===== src/sv/ofifo_pkg.sv =====
// shared types, constants and helpers for the overwriting ring fifo
// used by every module of the block but the ram
`default_nettype none

package ofifo_pkg;

    localparam int DEPTH       = 16;
    localparam int MAX_RESULTS = 16;
    localparam int DATA_W      = 32;
    localparam int CMD_W       = 2;
    localparam int COUNT_W     = 5;
    localparam int STATUS_W    = 2;

    localparam int PTR_W   = (DEPTH > 1) ? $clog2(DEPTH) : 1;
    localparam int CNT_W   = $clog2(DEPTH + 1);
    localparam int N_W     = (CNT_W > COUNT_W) ? CNT_W : COUNT_W;
    localparam int RD_LIMIT = (DEPTH < MAX_RESULTS) ? DEPTH : MAX_RESULTS;
    localparam int BURST_W = $clog2(RD_LIMIT + 1);

    // output queue sizing
    localparam int OQ_DEPTH = 4;
    localparam int OQ_PTR_W = $clog2(OQ_DEPTH);
    localparam int OQ_LVL_W = $clog2(OQ_DEPTH + 1);

    localparam logic [CMD_W-1:0] CMD_ENQ  = 2'd0;
    localparam logic [CMD_W-1:0] CMD_DEQ  = 2'd1;
    localparam logic [CMD_W-1:0] CMD_RDL  = 2'd2;

    localparam logic [STATUS_W-1:0] ST_OK        = 2'd0;
    localparam logic [STATUS_W-1:0] ST_EMPTY     = 2'd1;
    localparam logic [STATUS_W-1:0] ST_OVERWRITE = 2'd2;

    // result slot issued by the controller, registered so that it lines up with the ram read data
    typedef struct packed {
        logic                valid;
        logic                use_ram;
        logic [STATUS_W-1:0] status;
        logic                last;
    } issue_t;

    typedef struct packed {
        logic signed [DATA_W-1:0] data;
        logic [STATUS_W-1:0]      status;
        logic                     last;
    } res_t;

    function automatic logic [PTR_W-1:0] ptr_inc(input logic [PTR_W-1:0] p);
        return (p == PTR_W'(DEPTH - 1)) ? '0 : p + 1'b1;
    endfunction

endpackage

`default_nettype wire


===== src/sv/ofifo_ram.sv =====
// simple dual port ram, one write and one registered read per cycle
// no dependencies
`default_nettype none

module ofifo_ram #(
    parameter int WIDTH = 32,
    parameter int WORDS = 16
) (
    input  wire logic                     clk,
    input  wire logic                     we,
    input  wire logic [$clog2(WORDS)-1:0] waddr,
    input  wire logic [WIDTH-1:0]         wdata,
    input  wire logic [$clog2(WORDS)-1:0] raddr,
    output logic      [WIDTH-1:0]         rdata
);

    logic [WIDTH-1:0] mem [WORDS];

    always_ff @(posedge clk)
    begin
        if (we)
        begin
            mem[waddr] <= wdata;
        end
        rdata <= mem[raddr];
    end

endmodule

`default_nettype wire


===== src/sv/ofifo_outq.sv =====
// small result queue that decouples the output handshake from the controller
// depends on ofifo_pkg
`default_nettype none

module ofifo_outq
    import ofifo_pkg::*;
(
    input  wire logic                clk,
    input  wire logic                rst_n,
    input  wire logic                push,
    input  res_t                     push_res,
    output logic                     out_valid,
    input  wire logic                out_ready,
    output res_t                     out_res,
    output logic [OQ_LVL_W-1:0]      level
);

    res_t                slot [OQ_DEPTH];
    logic [OQ_PTR_W-1:0] wp_reg, wp_next;
    logic [OQ_PTR_W-1:0] rp_reg, rp_next;
    logic [OQ_LVL_W-1:0] lvl_reg, lvl_next;
    logic                pop;

    assign out_valid = (lvl_reg != '0);
    assign pop       = out_valid && out_ready;
    assign out_res   = slot[rp_reg];
    assign level     = lvl_reg;

    always_comb
    begin
        wp_next  = push ? wp_reg + 1'b1 : wp_reg;
        rp_next  = pop ? rp_reg + 1'b1 : rp_reg;
        lvl_next = lvl_reg;
        if (push && !pop)
        begin
            lvl_next = lvl_reg + 1'b1;
        end
        else if (pop && !push)
        begin
            lvl_next = lvl_reg - 1'b1;
        end
    end

    always_ff @(posedge clk or negedge rst_n)
    begin
        if (!rst_n)
        begin
            wp_reg  <= '0;
            rp_reg  <= '0;
            lvl_reg <= '0;
        end
        else
        begin
            wp_reg  <= wp_next;
            rp_reg  <= rp_next;
            lvl_reg <= lvl_next;
        end
    end

    always_ff @(posedge clk)
    begin
        if (push)
        begin
            slot[wp_reg] <= push_res;
        end
    end

    // credit check upstream must keep the queue from overflowing
    a_no_overflow: assert property (@(posedge clk) disable iff (!rst_n)
        push |-> (lvl_reg < OQ_LVL_W'(OQ_DEPTH)))
        else $error("result queue overflow");

    a_level_range: assert property (@(posedge clk) disable iff (!rst_n)
        lvl_reg <= OQ_LVL_W'(OQ_DEPTH))
        else $error("result queue level out of range");

endmodule

`default_nettype wire


===== src/sv/ofifo_ctrl.sv =====
// command sequencer: pointers, fill count and read-last burst walk
// depends on ofifo_pkg, drives the entry ram
`default_nettype none

module ofifo_ctrl
    import ofifo_pkg::*;
(
    input  wire logic                clk,
    input  wire logic                rst_n,
    input  wire logic                in_valid,
    output logic                     in_ready,
    input  wire logic [CMD_W-1:0]    cmd,
    input  wire logic [COUNT_W-1:0]  count,
    input  wire logic                room,
    output logic                     ram_we,
    output logic [PTR_W-1:0]         ram_waddr,
    output logic [PTR_W-1:0]         ram_raddr,
    output issue_t                   issue
);

    typedef enum logic {S_IDLE, S_BURST} state_t;

    state_t              state_reg, state_next;
    logic [PTR_W-1:0]    rd_reg, rd_next;
    logic [PTR_W-1:0]    wr_reg, wr_next;
    logic [CNT_W-1:0]    fill_reg, fill_next;
    logic [PTR_W-1:0]    idx_reg, idx_next;
    logic [BURST_W-1:0]  rem_reg, rem_next;
    issue_t              issue_reg, issue_next;

    logic                accept;
    logic [N_W-1:0]      cnt_lim, n_sel;
    logic [CNT_W:0]      start_sum;
    logic [PTR_W-1:0]    start_idx;
    logic [CNT_W:0]      chk_sum;
    logic [PTR_W-1:0]    chk_wr;

    assign in_ready = (state_reg == S_IDLE) && room;
    assign accept   = in_valid && in_ready;
    assign issue    = issue_reg;

    // n = min(count, limit, fill)
    always_comb
    begin
        cnt_lim = (N_W'(count) > N_W'(RD_LIMIT)) ? N_W'(RD_LIMIT) : N_W'(count);
        n_sel   = (cnt_lim > N_W'(fill_reg)) ? N_W'(fill_reg) : cnt_lim;
    end

    // oldest of the newest n entries, sum stays below twice the depth
    assign start_sum = {1'b0, CNT_W'(rd_reg)} + {1'b0, fill_reg - CNT_W'(n_sel)};
    assign start_idx = (start_sum >= (CNT_W + 1)'(DEPTH)) ?
                       PTR_W'(start_sum - (CNT_W + 1)'(DEPTH)) : PTR_W'(start_sum);

    // a read and a write never go out in the same cycle, and the ram write
    // lands before any later read, so no forwarding is needed
    always_comb
    begin
        state_next = state_reg;
        rd_next    = rd_reg;
        wr_next    = wr_reg;
        fill_next  = fill_reg;
        idx_next   = idx_reg;
        rem_next   = rem_reg;
        issue_next = '0;
        ram_we     = 1'b0;
        ram_waddr  = wr_reg;
        ram_raddr  = rd_reg;

        case (state_reg)
            S_IDLE:
            begin
                if (accept)
                begin
                    case (cmd)
                        CMD_ENQ:
                        begin
                            ram_we            = 1'b1;
                            wr_next           = ptr_inc(wr_reg);
                            issue_next.valid  = 1'b1;
                            issue_next.last   = 1'b1;
                            if (fill_reg == CNT_W'(DEPTH))
                            begin
                                rd_next           = ptr_inc(rd_reg);
                                issue_next.status = ST_OVERWRITE;
                            end
                            else
                            begin
                                fill_next         = fill_reg + 1'b1;
                                issue_next.status = ST_OK;
                            end
                        end
                        CMD_DEQ:
                        begin
                            issue_next.valid = 1'b1;
                            issue_next.last  = 1'b1;
                            if (fill_reg == '0)
                            begin
                                issue_next.status = ST_EMPTY;
                            end
                            else
                            begin
                                issue_next.use_ram = 1'b1;
                                issue_next.status  = ST_OK;
                                rd_next            = ptr_inc(rd_reg);
                                fill_next          = fill_reg - 1'b1;
                            end
                        end
                        CMD_RDL:
                        begin
                            issue_next.valid = 1'b1;
                            if (n_sel == '0)
                            begin
                                issue_next.status = ST_EMPTY;
                                issue_next.last   = 1'b1;
                            end
                            else
                            begin
                                ram_raddr          = start_idx;
                                issue_next.use_ram = 1'b1;
                                issue_next.status  = ST_OK;
                                issue_next.last    = (n_sel == N_W'(1));
                                idx_next           = ptr_inc(start_idx);
                                rem_next           = BURST_W'(n_sel - N_W'(1));
                                if (n_sel != N_W'(1))
                                begin
                                    state_next = S_BURST;
                                end
                            end
                        end
                        default:
                        begin
                            // unused command, dropped without a result
                        end
                    endcase
                end
            end
            S_BURST:
            begin
                ram_raddr = idx_reg;
                if (room)
                begin
                    issue_next.valid   = 1'b1;
                    issue_next.use_ram = 1'b1;
                    issue_next.status  = ST_OK;
                    issue_next.last    = (rem_reg == BURST_W'(1));
                    idx_next           = ptr_inc(idx_reg);
                    rem_next           = rem_reg - 1'b1;
                    if (rem_reg == BURST_W'(1))
                    begin
                        state_next = S_IDLE;
                    end
                end
            end
            default:
            begin
                state_next = S_IDLE;
            end
        endcase
    end

    always_ff @(posedge clk or negedge rst_n)
    begin
        if (!rst_n)
        begin
            state_reg <= S_IDLE;
            rd_reg    <= '0;
            wr_reg    <= '0;
            fill_reg  <= '0;
            idx_reg   <= '0;
            rem_reg   <= '0;
            issue_reg <= '0;
        end
        else
        begin
            state_reg <= state_next;
            rd_reg    <= rd_next;
            wr_reg    <= wr_next;
            fill_reg  <= fill_next;
            idx_reg   <= idx_next;
            rem_reg   <= rem_next;
            issue_reg <= issue_next;
        end
    end

    // write pointer always sits fill entries past the read pointer
    assign chk_sum = {1'b0, CNT_W'(rd_reg)} + {1'b0, fill_reg};
    assign chk_wr  = (chk_sum >= (CNT_W + 1)'(DEPTH)) ?
                     PTR_W'(chk_sum - (CNT_W + 1)'(DEPTH)) : PTR_W'(chk_sum);

    a_fill_range: assert property (@(posedge clk) disable iff (!rst_n)
        fill_reg <= CNT_W'(DEPTH))
        else $error("fill count above depth");

    a_ptr_consistent: assert property (@(posedge clk) disable iff (!rst_n)
        wr_reg == chk_wr)
        else $error("write pointer out of step with read pointer and fill");

    a_burst_left: assert property (@(posedge clk) disable iff (!rst_n)
        (state_reg == S_BURST) |-> (rem_reg != '0))
        else $error("burst state with no words left");

endmodule

`default_nettype wire


===== src/sv/overwriting_ring_fifo_top.sv =====
// overwriting ring fifo: enqueue and dequeue leave the controller free for
// the next command, each result word passes through the issue register into
// the result queue before it is offered; read-last issues its words in turn
// through the one ram read port and takes the next command after the last
// read is issued, all held back by a credit check on the four-word queue
// reset clears pointers, fill count and the result queue, not the entry store
`default_nettype none

module overwriting_ring_fifo_top
    import ofifo_pkg::*;
(
    input  wire logic                     clk,
    input  wire logic                     rst_n,
    input  wire logic                     in_valid,
    output logic                          in_ready,
    input  wire logic [CMD_W-1:0]         cmd,
    input  wire logic signed [DATA_W-1:0] value,
    input  wire logic [COUNT_W-1:0]       count,
    output logic                          out_valid,
    input  wire logic                     out_ready,
    output logic signed [DATA_W-1:0]      data,
    output logic [STATUS_W-1:0]           status,
    output logic                          last
);

    logic                ram_we;
    logic [PTR_W-1:0]    ram_waddr;
    logic [PTR_W-1:0]    ram_raddr;
    logic [DATA_W-1:0]   ram_rdata;
    issue_t              issue;
    logic [OQ_LVL_W-1:0] level;
    logic                room;
    res_t                push_res;
    res_t                out_res;

    // words already queued plus the one being pushed from the issue register
    assign room = ({1'b0, level} + {{OQ_LVL_W{1'b0}}, issue.valid})
                  < (OQ_LVL_W + 1)'(OQ_DEPTH);

    ofifo_ctrl u_ctrl (
        .clk       (clk),
        .rst_n     (rst_n),
        .in_valid  (in_valid),
        .in_ready  (in_ready),
        .cmd       (cmd),
        .count     (count),
        .room      (room),
        .ram_we    (ram_we),
        .ram_waddr (ram_waddr),
        .ram_raddr (ram_raddr),
        .issue     (issue)
    );

    ofifo_ram #(
        .WIDTH (DATA_W),
        .WORDS (DEPTH)
    ) u_ram (
        .clk   (clk),
        .we    (ram_we),
        .waddr (ram_waddr),
        .wdata (value),
        .raddr (ram_raddr),
        .rdata (ram_rdata)
    );

    // results that skip the ram carry -1 when empty and 0 otherwise
    always_comb
    begin
        if (issue.use_ram)
        begin
            push_res.data = ram_rdata;
        end
        else if (issue.status == ST_EMPTY)
        begin
            push_res.data = '1;
        end
        else
        begin
            push_res.data = '0;
        end
        push_res.status = issue.status;
        push_res.last   = issue.last;
    end

    ofifo_outq u_outq (
        .clk       (clk),
        .rst_n     (rst_n),
        .push      (issue.valid),
        .push_res  (push_res),
        .out_valid (out_valid),
        .out_ready (out_ready),
        .out_res   (out_res),
        .level     (level)
    );

    assign data   = out_res.data;
    assign status = out_res.status;
    assign last   = out_res.last;

endmodule

`default_nettype wire


===== config.mk =====
export PLATFORM = sky130hd
export DESIGN_NAME = overwriting_ring_fifo_top
export DESIGN_NICKNAME = d
export VERILOG_FILES = /design/src/sv/ofifo_pkg.sv /design/src/sv/ofifo_ram.sv /design/src/sv/ofifo_outq.sv /design/src/sv/ofifo_ctrl.sv /design/src/sv/overwriting_ring_fifo_top.sv
export SDC_FILE = /design/constraint.sdc
export NUM_CORES = 1
export LEC_CHECK = 0
export BUFFER_PORTS_ARGS = -buffer_cell sky130_fd_sc_hd__buf_4
export CAP_MARGIN = 20
export CORE_UTILIZATION = 30
export CTS_BUF_LIST = sky130_fd_sc_hd__clkbuf_8
export CTS_CLUSTER_DIAMETER = 50
export CTS_CLUSTER_SIZE = 14
export DETAILED_ROUTE_END_ITERATION = 7
export PLACE_DENSITY = 0.42
export SLEW_MARGIN = 30
export SYNTH_ARGS = -nofsm -noshare
export SYNTH_HDL_FRONTEND = slang
export SYNTH_SLANG_ARGS = --single-unit

===== constraint.sdc =====
create_clock -name clk -period 5.5 [get_ports clk]
set_input_delay 0.55 -clock clk [delete_from_list [all_inputs] [get_ports clk]]
set_output_delay 0.55 -clock clk [all_outputs]
set_load 0.03 [all_outputs]

== Yosys cells after proc, flatten, opt, wreduce, memory -nomap -nowiden ==
Memory sizes are Yosys's and may differ from the RTL's. A register that Yosys moved wholly into a read port is not among the register bits.
Cells that the tools add are included.

* Magnitude comparators: 4
* Add/subtract/negate cells: 16
* Reductions and logical operators: 18
* Divide/modulo/power cells: 0
* Equality and inequality tests: 18
* Muxes and demuxes: 56
* Shift-type cells: 0
* Multipliers: 0
* Bitwise gates (word level): 1

{| class="wikitable"
|+ Operators with widths
! cell !! count
|-
| $mux W32 || 2
|-
| $mux W4 || 14
|-
| $mux W5 || 10
|-
| $pmux W5 S2 || 3
|-
| $pmux W4 S2 || 3
|-
| $mux W1 || 17
|-
| $add A4 B1 Y4 const B || 4
|-
| $eq A4 B4 Y1 const B || 4
|-
| $sub A5 B1 Y5 const B || 3
|-
| $eq A5 B1 Y1 const B || 2
|-
| $logic_not A5 Y1 || 2
|-
| $reduce_and A5 Y1 || 2
|-
| $pmux W3 S3 || 1
|-
| $ne A2 B2 Y1 const B || 4
|-
| $add A4 B5 Y6 || 1
|-
| $ge A6 B5 Y1 const B || 1
|-
| $mux W3 || 2
|-
| $ne A2 B1 Y1 const B || 3
|-
| $add A5 B1 Y5 const B || 1
|-
| $eq A5 B5 Y1 const B || 1
|-
| $gt A5 B5 Y1 || 1
|-
| $gt A5 B5 Y1 const B || 1
|-
| $logic_and A1 B1 Y1 || 5
|-
| $ne A5 B1 Y1 const B || 1
|-
| other kinds (19) || 25
|}

* Latch bits: 0
* Memories: 2
* Register bits after elaboration: 35
* Bits of input ports: 43
* Logic and storage cells: 128
* Memory bits (writable): 652
* Output and inout port bits: 37
* Bits in read-only memories: 0

{| class="wikitable"
|+ Memory list
! name !! words !! bits a word !! read ports !! clocked after Yosys merged registers in !! wr ports !! RTL line !! source
|-
| u_ram.mem || 16 || 32 || 1 || 1 || 1 || ofifo_ram.sv:17 || <nowiki>logic [WIDTH-1:0] mem [WORDS];</nowiki>
|-
| u_outq.slot || 4 || 35 || 1 || 0 || 1 || ofifo_outq.sv:18 || <nowiki>res_t slot [OQ_DEPTH];</nowiki>
|}

== Logic depth before layout (Yosys ltp) ==
* Word-level depth: 14
* Mapped depth: 22
* Depth with buffers taken out: 20

== Cells and area by module ==
A second synthesis with hierarchy kept.

* Cells, all modules: 1356
* Area total of the unflattened synthesis: 28033.1 sq um

{| class="wikitable"
|+ Modules (own cells, without submodules)
! module !! times used !! cells each !! seq. area each (sq um) !! area an instance (sq um)
|-
| ofifo_ram || 1 || 838 || 16015.4 || 19835.3
|-
| ofifo_outq || 1 || 216 || 4379.2 || 5495.3
|-
| ofifo_ctrl || 1 || 261 || 700.7 || 2381.0
|-
| overwriting_ring_fifo_top || 1 || 41 || 0.0 || 321.6
|}

== Worst setup path after synthesis ==
Ideal clock, no wire load.

* Path type: input to register
* From: input port count[3]
* To: register u_ram.rdata[30] (read register of u_ram.mem)
* Stages on the path: 22
* Path slack: 480 ps
* Data arrival time: 4901 ps
* Path buffers: 2
* Required time: 5380 ps
* Library setup time: 120 ps
* Cells stage by stage: nor2b_1 ha_1 and3_1 o21a_1 o31ai_1 clkbuf_1 nand2b_1 o21ai_0 ha_1 inv_1 fa_1 ha_1 a21o_1 a21oi_1 xor2_1 xnor2_1 xnor2_1 o21ai_0 nor2_1 buf_2 a22o_1 a211o_1

* Longest elaborated chain between the ends: 12
* Elaborated cells on any way between the ends: 14
* Classes of those cells: add/sub (3); order compare (3); mux (7); reduce/logical (1)

{| class="wikitable"
|+ RTL lines
! element !! RTL line !! source
|-
| from (decl) || overwriting_ring_fifo_top.sv:18 || <nowiki>input wire logic [COUNT_W-1:0] count,</nowiki>
|-
| $gt A5 B5 Y1 || ofifo_ctrl.sv:45 || <nowiki>cnt_lim = (N_W'(count) > N_W'(RD_LIMIT)) ? N_W'(RD_LIMIT) : N_W'(count);</nowiki>
|-
| $mux W5 (*) || ofifo_ctrl.sv:45 ||
|-
| $gt A5 B5 Y1 || ofifo_ctrl.sv:46 || <nowiki>n_sel = (cnt_lim > N_W'(fill_reg)) ? N_W'(fill_reg) : cnt_lim;</nowiki>
|-
| $mux W5 (*) || ofifo_ctrl.sv:46 ||
|-
| $sub A5 B5 Y5 || ofifo_ctrl.sv:50 || <nowiki>assign start_sum = {1'b0, CNT_W'(rd_reg)} + {1'b0, fill_reg - CNT_W'(n_sel)};</nowiki>
|-
| $add A4 B5 Y6 || ofifo_ctrl.sv:50 ||
|-
| $ge A6 B5 Y1 or $sub A4 B1 Y4 (tied branches) || ofifo_ctrl.sv:51, ofifo_ctrl.sv:52 ||
|-
| $mux W4 || ofifo_ctrl.sv:51 || <nowiki>assign start_idx = (start_sum >= (CNT_W + 1)'(DEPTH)) ?</nowiki>
|-
| $mux W4 (*) || ofifo_ctrl.sv:111 || <nowiki>if (n_sel == '0)</nowiki>
|-
| $mux W4 (*) || ofifo_ctrl.sv:74 || <nowiki>case (cmd)</nowiki>
|-
| $mux W4 (*) || ofifo_ctrl.sv:72 || <nowiki>if (accept)</nowiki>
|-
| $pmux W4 S2 (*) || ofifo_ctrl.sv:69 || <nowiki>case (state_reg)</nowiki>
|-
| to (decl) || ofifo_ram.sv:14 || <nowiki>output logic [WIDTH-1:0] rdata</nowiki>
|}

Every way passes the cells marked *; elsewhere a longest branch is shown, timed or not.
A chain may end at the register's enable or synchronous reset.

== Worst setup path in the final report ==
* From: register u_ctrl.fill_reg[3]
* To: register u_ram.rdata[29] (read register of u_ram.mem)

* Longest elaborated chain between the ends: 10
* Elaborated cells on any way between the ends: 12
* Classes of those cells: add/sub (3); order compare (2); mux (6); reduce/logical (1)

{| class="wikitable"
|+ RTL lines
! element !! RTL line !! source
|-
| from (decl) || ofifo_ctrl.sv:26 || <nowiki>logic [CNT_W-1:0] fill_reg, fill_next;</nowiki>
|-
| from (signal assigned) || ofifo_ctrl.sv:178 || <nowiki>fill_reg <= fill_next;</nowiki>
|-
| $gt A5 B5 Y1 || ofifo_ctrl.sv:46 ||
|-
| $mux W5 || ofifo_ctrl.sv:46 ||
|-
| $sub A5 B5 Y5 || ofifo_ctrl.sv:50 ||
|-
| $add A4 B5 Y6 || ofifo_ctrl.sv:50 ||
|-
| $ge A6 B5 Y1 or $sub A4 B1 Y4 (tied branches) || ofifo_ctrl.sv:51, ofifo_ctrl.sv:52 ||
|-
| $mux W4 || ofifo_ctrl.sv:51 ||
|-
| $mux W4 (*) || ofifo_ctrl.sv:111 ||
|-
| $mux W4 (*) || ofifo_ctrl.sv:74 ||
|-
| $mux W4 (*) || ofifo_ctrl.sv:72 ||
|-
| $pmux W4 S2 (*) || ofifo_ctrl.sv:69 ||
|}

Marked as above.

==> impl_results.md <==
- Minimum clock period: around 5.2 ns
- I/O pin count: 80
- Initial antenna violation count: 5
- Routed wire length: approximately 74000 um
- Finished Core Util: 0.3495
- Vias: 16650
- Post-CTS setup buffer count: 0
- Buf+Inv Stages, Crit Path: 4
- Startpoint Class: flop
- Average wire per standard cell: roughly 22 um
- Netlist cell types: 61
- #FFs+latches synth: 719
- DR iter-0 viols: 1178
- Worst clock skew: roughly 0.036 ns
- Synth Cell Area: ~0.029 mm^2
- Setup TNS: 0 ns
- Core box area: about 0.095 mm^2
- Worst-Margin Slew: 0.8950 ns
- First drt pass iteration count: 5
- Peak VDD IR: approximately 0.42 mV
- PortBufs: 79
- Hold path start: value[15]
- Max-cap violations: 0
- Die Y-Extent: between 300 and 400 um
- Status: finished clean
- Required time worst endpoint: approximately 6 ns
- Critical path endpoint category: flop
- Clock root cell: clkbuf_8
- CP delay by family, top: adder cells
- Overflow after GRT: 0
- Worst-path clk slew: 0.09 ns
- Biggest regs: u_ram.mem (512), u_outq.slot (140), u_ram.rdata (32)
- H-tree Lvls: 3
- Number of synthesized flops with an enable pin: ~650
- Die ar.: between 0.09 and 0.1 mm^2
- Main synth FF type: edfxtp_1
- TritonCTS Buffers: just under 90
- CTS tree: yes
- Min-Delay Path Class: input pin to flop
- Syn Inst Count: between 1500 and 2000
- # placed instances: about 3200
- Most used cell, CP: ha_1
- Die width: roughly 310 um
- Clk sinks: slightly above 700
- Share of cells above drive strength 1: 0.1800
- Fin. max-slew vios: 0
- Arrival @ worst endpoint: around 5.8 ns
- Worst-path cell chain: inv_1, ha_1, and3_1, o21a_1, o31ai_1, buf_4, nand2b_1, o21ai_0, ha_1, inv_1, fa_1, ha_1, a21o_1, a21oi_1, xor2_1, xnor2_1, xnor2_1, o21ai_1, nor2_4, buf_12, a22o_1, a211o_1
- Setup-failing EPs final: 0
- Largest register FFs: approximately 510
- Post-synthesis sequential area ratio: 0.7346
- Global-route wire length before repair: between 100000 and 150000 um
- Layout Cells excl Fill: approximately 3400
- Kind of critical path: flop to flop
- Synth Net Count: between 2000 and 2500
- Vias in the first global route: 16830
- Largest Register: u_ram.mem
- Final Hold Fails: 0
- Placer Congestion: around 0.78
- Unrepaired setup endpoints after global routing: false
- Tcrit/Tclk final: 0.9445
- Largest net degree at the start of global routing: 47
- Initial Util: 0.3027
- Worst reg2reg path startpoint: u_ctrl.fill_reg[3]$_DFFE_PN0P_
- Synth Area per Inst: ~15 um^2
- CP Max Fanout: 18
- Crit path depth: 22
- Leak pwr: 11.64 nW
- Clk buf depth: 3
- Dpl hpwl: between 40000 and 50000 um
- Hold depth: 1
- CP max stage cell: nor2_4
- Clock Latency Late Sink: roughly 0.7 ns
- Detail Route Antenna Nets: 0
- Fmax: a little under 0.2 GHz
- Relative slew slack: 0.4033
- Async SR Flop Fraction: 0.04868
- Synth warnings: 0
- Area delta synth->final: 15.45%
- Crit-path max cell delay: 0.66 ns
- Post-route DRC: 0
- PwrDens: about 580 mW/mm^2
- CP Launch Point: u_ctrl.fill_reg[3]$_DFFE_PN0P_
- Via density: about 4.9
- Num rows: between 100 and 150
- GR Util All Layers: 0.1527
- Cell count of the worst reg-to-reg path: 22
- Nets@finish: about 2100
[synthesized netlist by cell type, drive strengths merged (7+ instances only)]
master,instances,area (um^2)
edfxtp,652,19580
o21ai,28,140.1
nand2,384,1441
a22o,32,280.3
nand3,40,200.2
and2,14,87.58
inv,30,112.6
nor2,24,90.09
dfrtp,35,875.8
a21o,69,518.0
a32oi,64,560.5
a21oi,181,943.4
dfxtp,32,640.6
xnor2,17,148.9
ha,34,425.4
buf,84,455.4
clkbuf,34,131.4
and3,8,50.05
nor3,7,35.03
a211o,33,289.0
a311oi,32,280.3
mux4,35,788.3
[routing by layer]
layer  part of all wire  wire (um)  GRT usage  up-vias
met2               0.48      35430     0.2449      359
met5            0.00012          9          0        -
met1               0.46      34180     0.2113     8546
li1                   -          -          -     7642
met4              0.019       1424    0.04601        2
met3              0.046       3407    0.02582       98
[logic make-up (layout without fill, tap and decap cells)]
logic type / after synthesis / count (layout) / synth area share
flip-flops: 719 / 719 / 0.7346
AND/OR/NAND/NOR: 497 / 497 / 0.07158
AO/OA/AOI/OAI: 468 / 468 / 0.1152
buffers and inverters: 148 / 342 / 0.02436
multiplexers: 42 / 42 / 0.03002
adder cells (fa/ha/maj): 38 / 38 / 0.01760
XOR/XNOR: 22 / 22 / 0.006709
other: 0 / 4 / 0
[repair_timing]
| action | 4_1_cts | 5_1_grt |
|---|---|---|
| endpoints found under the setup margin | 0 | 18 |
| hold buffers | 1 | 0 |
| gates resized for setup | 0 | 1 |
| hold endpoints to repair | 35 | 0 |
[worst reg2reg max path: cells and delay by family, from the launching register on]
family | cells | cell delay [ns]
buffers and inverters | 4 | 0.65
adder cells (fa/ha/maj) | 4 | 1.36
AND/OR/NAND/NOR | 3 | 0.88
XOR/XNOR | 3 | 0.51
AO/OA/AOI/OAI | 8 | 1.33
flip-flops | 1 | 0.41
[power breakdown]
| group | total [W] | internal, W | leakage [nW] | switching [W] |
|---|---|---|---|---|
| sequential | 0.00705 | 0.00659 | 6.60 | 0.000458 |
| clock | 0.00414 | 0.00192 | 0.971 | 0.00222 |
| combinational | 0.00820 | 0.00324 | 4.07 | 0.00496 |
| total | 0.0194 | 0.0118 | 11.6 | 0.00764 |
[path summary, 6_finish.rpt]
check                                                 end  slack [ns]
max                               u_ram.rdata[29]$_DFF_P_        0.31
min                           u_ram.mem[15][15]$_DFFE_PP_        0.13
max reg2reg                       u_ram.rdata[29]$_DFF_P_        0.31
min reg2reg                   u_outq.level[2]$_DFFE_PN0P_        0.49
max in group asynchronous  u_ctrl.fill_reg[2]$_DFFE_PN0P_        4.76
min in group asynchronous    u_outq.rp_reg[0]$_DFFE_PN0P_        0.37
[stage by stage]
| stage | power, W | setup slack [ns] | hold WS (ns) | cell area [um^2] |
|---|---|---|---|---|
| floorplan | 0.01255 | 0.4798 | 0.2544 | 28720 |
| global placement | 0.01539 | 0.01099 | 0.4956 | 31180 |
| detailed placement | 0.01546 | -0.02454 | 0.4867 | 31210 |
| CTS | 0.01967 | 0.2058 | 0.06777 | 33140 |
| global route | 0.02063 | 0.02612 | 0.09448 | 33150 |
| finish | 0.01939 | 0.3052 | 0.1304 | 33150 |
[layout make-up]
| cell class | count | area, um^2 |
|---|---|---|
| Antenna cell | 4 | 10.01 |
| Clock buffer | 89 | 1225 |
| Clock inverter | 74 | 699.4 |
| Fill cell | 9109 | 61720 |
| Inverter | 30 | 112.6 |
| Multi-Input combinational cell | 1067 | 7009 |
| Sequential cell | 719 | 21100 |
| Tap cell | 1265 | 1583 |
| Timing Repair Buffer | 149 | 1416 |
[cells in the final DEF, fill, tap and decap left out, types with 4 or more instances in the layout]
cell type | synthesis | layout
inv_8 | 0 | 7
dfxtp_1 | 32 | 32
a22o_1 | 32 | 32
dfrtp_1 | 35 | 33
and2_4 | 0 | 4
ha_1 | 34 | 34
clkinv_4 | 0 | 8
nor3_1 | 7 | 6
nor2b_1 | 5 | 5
bufinv_16 | 0 | 6
buf_4 | 8 | 125
a21oi_1 | 171 | 171
mux2i_1 | 4 | 4
inv_6 | 0 | 15
inv_1 | 30 | 35
clkbuf_8 | 0 | 89
clkinv_1 | 0 | 7
mux4_2 | 35 | 35
nor2_1 | 24 | 21
buf_12 | 0 | 22
clkinvlp_4 | 0 | 12
a211o_1 | 33 | 33
and3_1 | 8 | 5
nand2_1 | 384 | 382
a32oi_1 | 64 | 64
xnor2_1 | 17 | 17
diode_2 | 0 | 4
a21o_1 | 69 | 69
a311oi_1 | 32 | 32
edfxtp_1 | 652 | 652
clkinv_2 | 0 | 11
xor2_1 | 5 | 5
o211ai_1 | 4 | 4
and2_2 | 0 | 9
nand3_1 | 40 | 40
a21oi_2 | 10 | 10
o21ai_0 | 26 | 25
fa_1 | 4 | 4
Power figures use the tool's default switching activity.
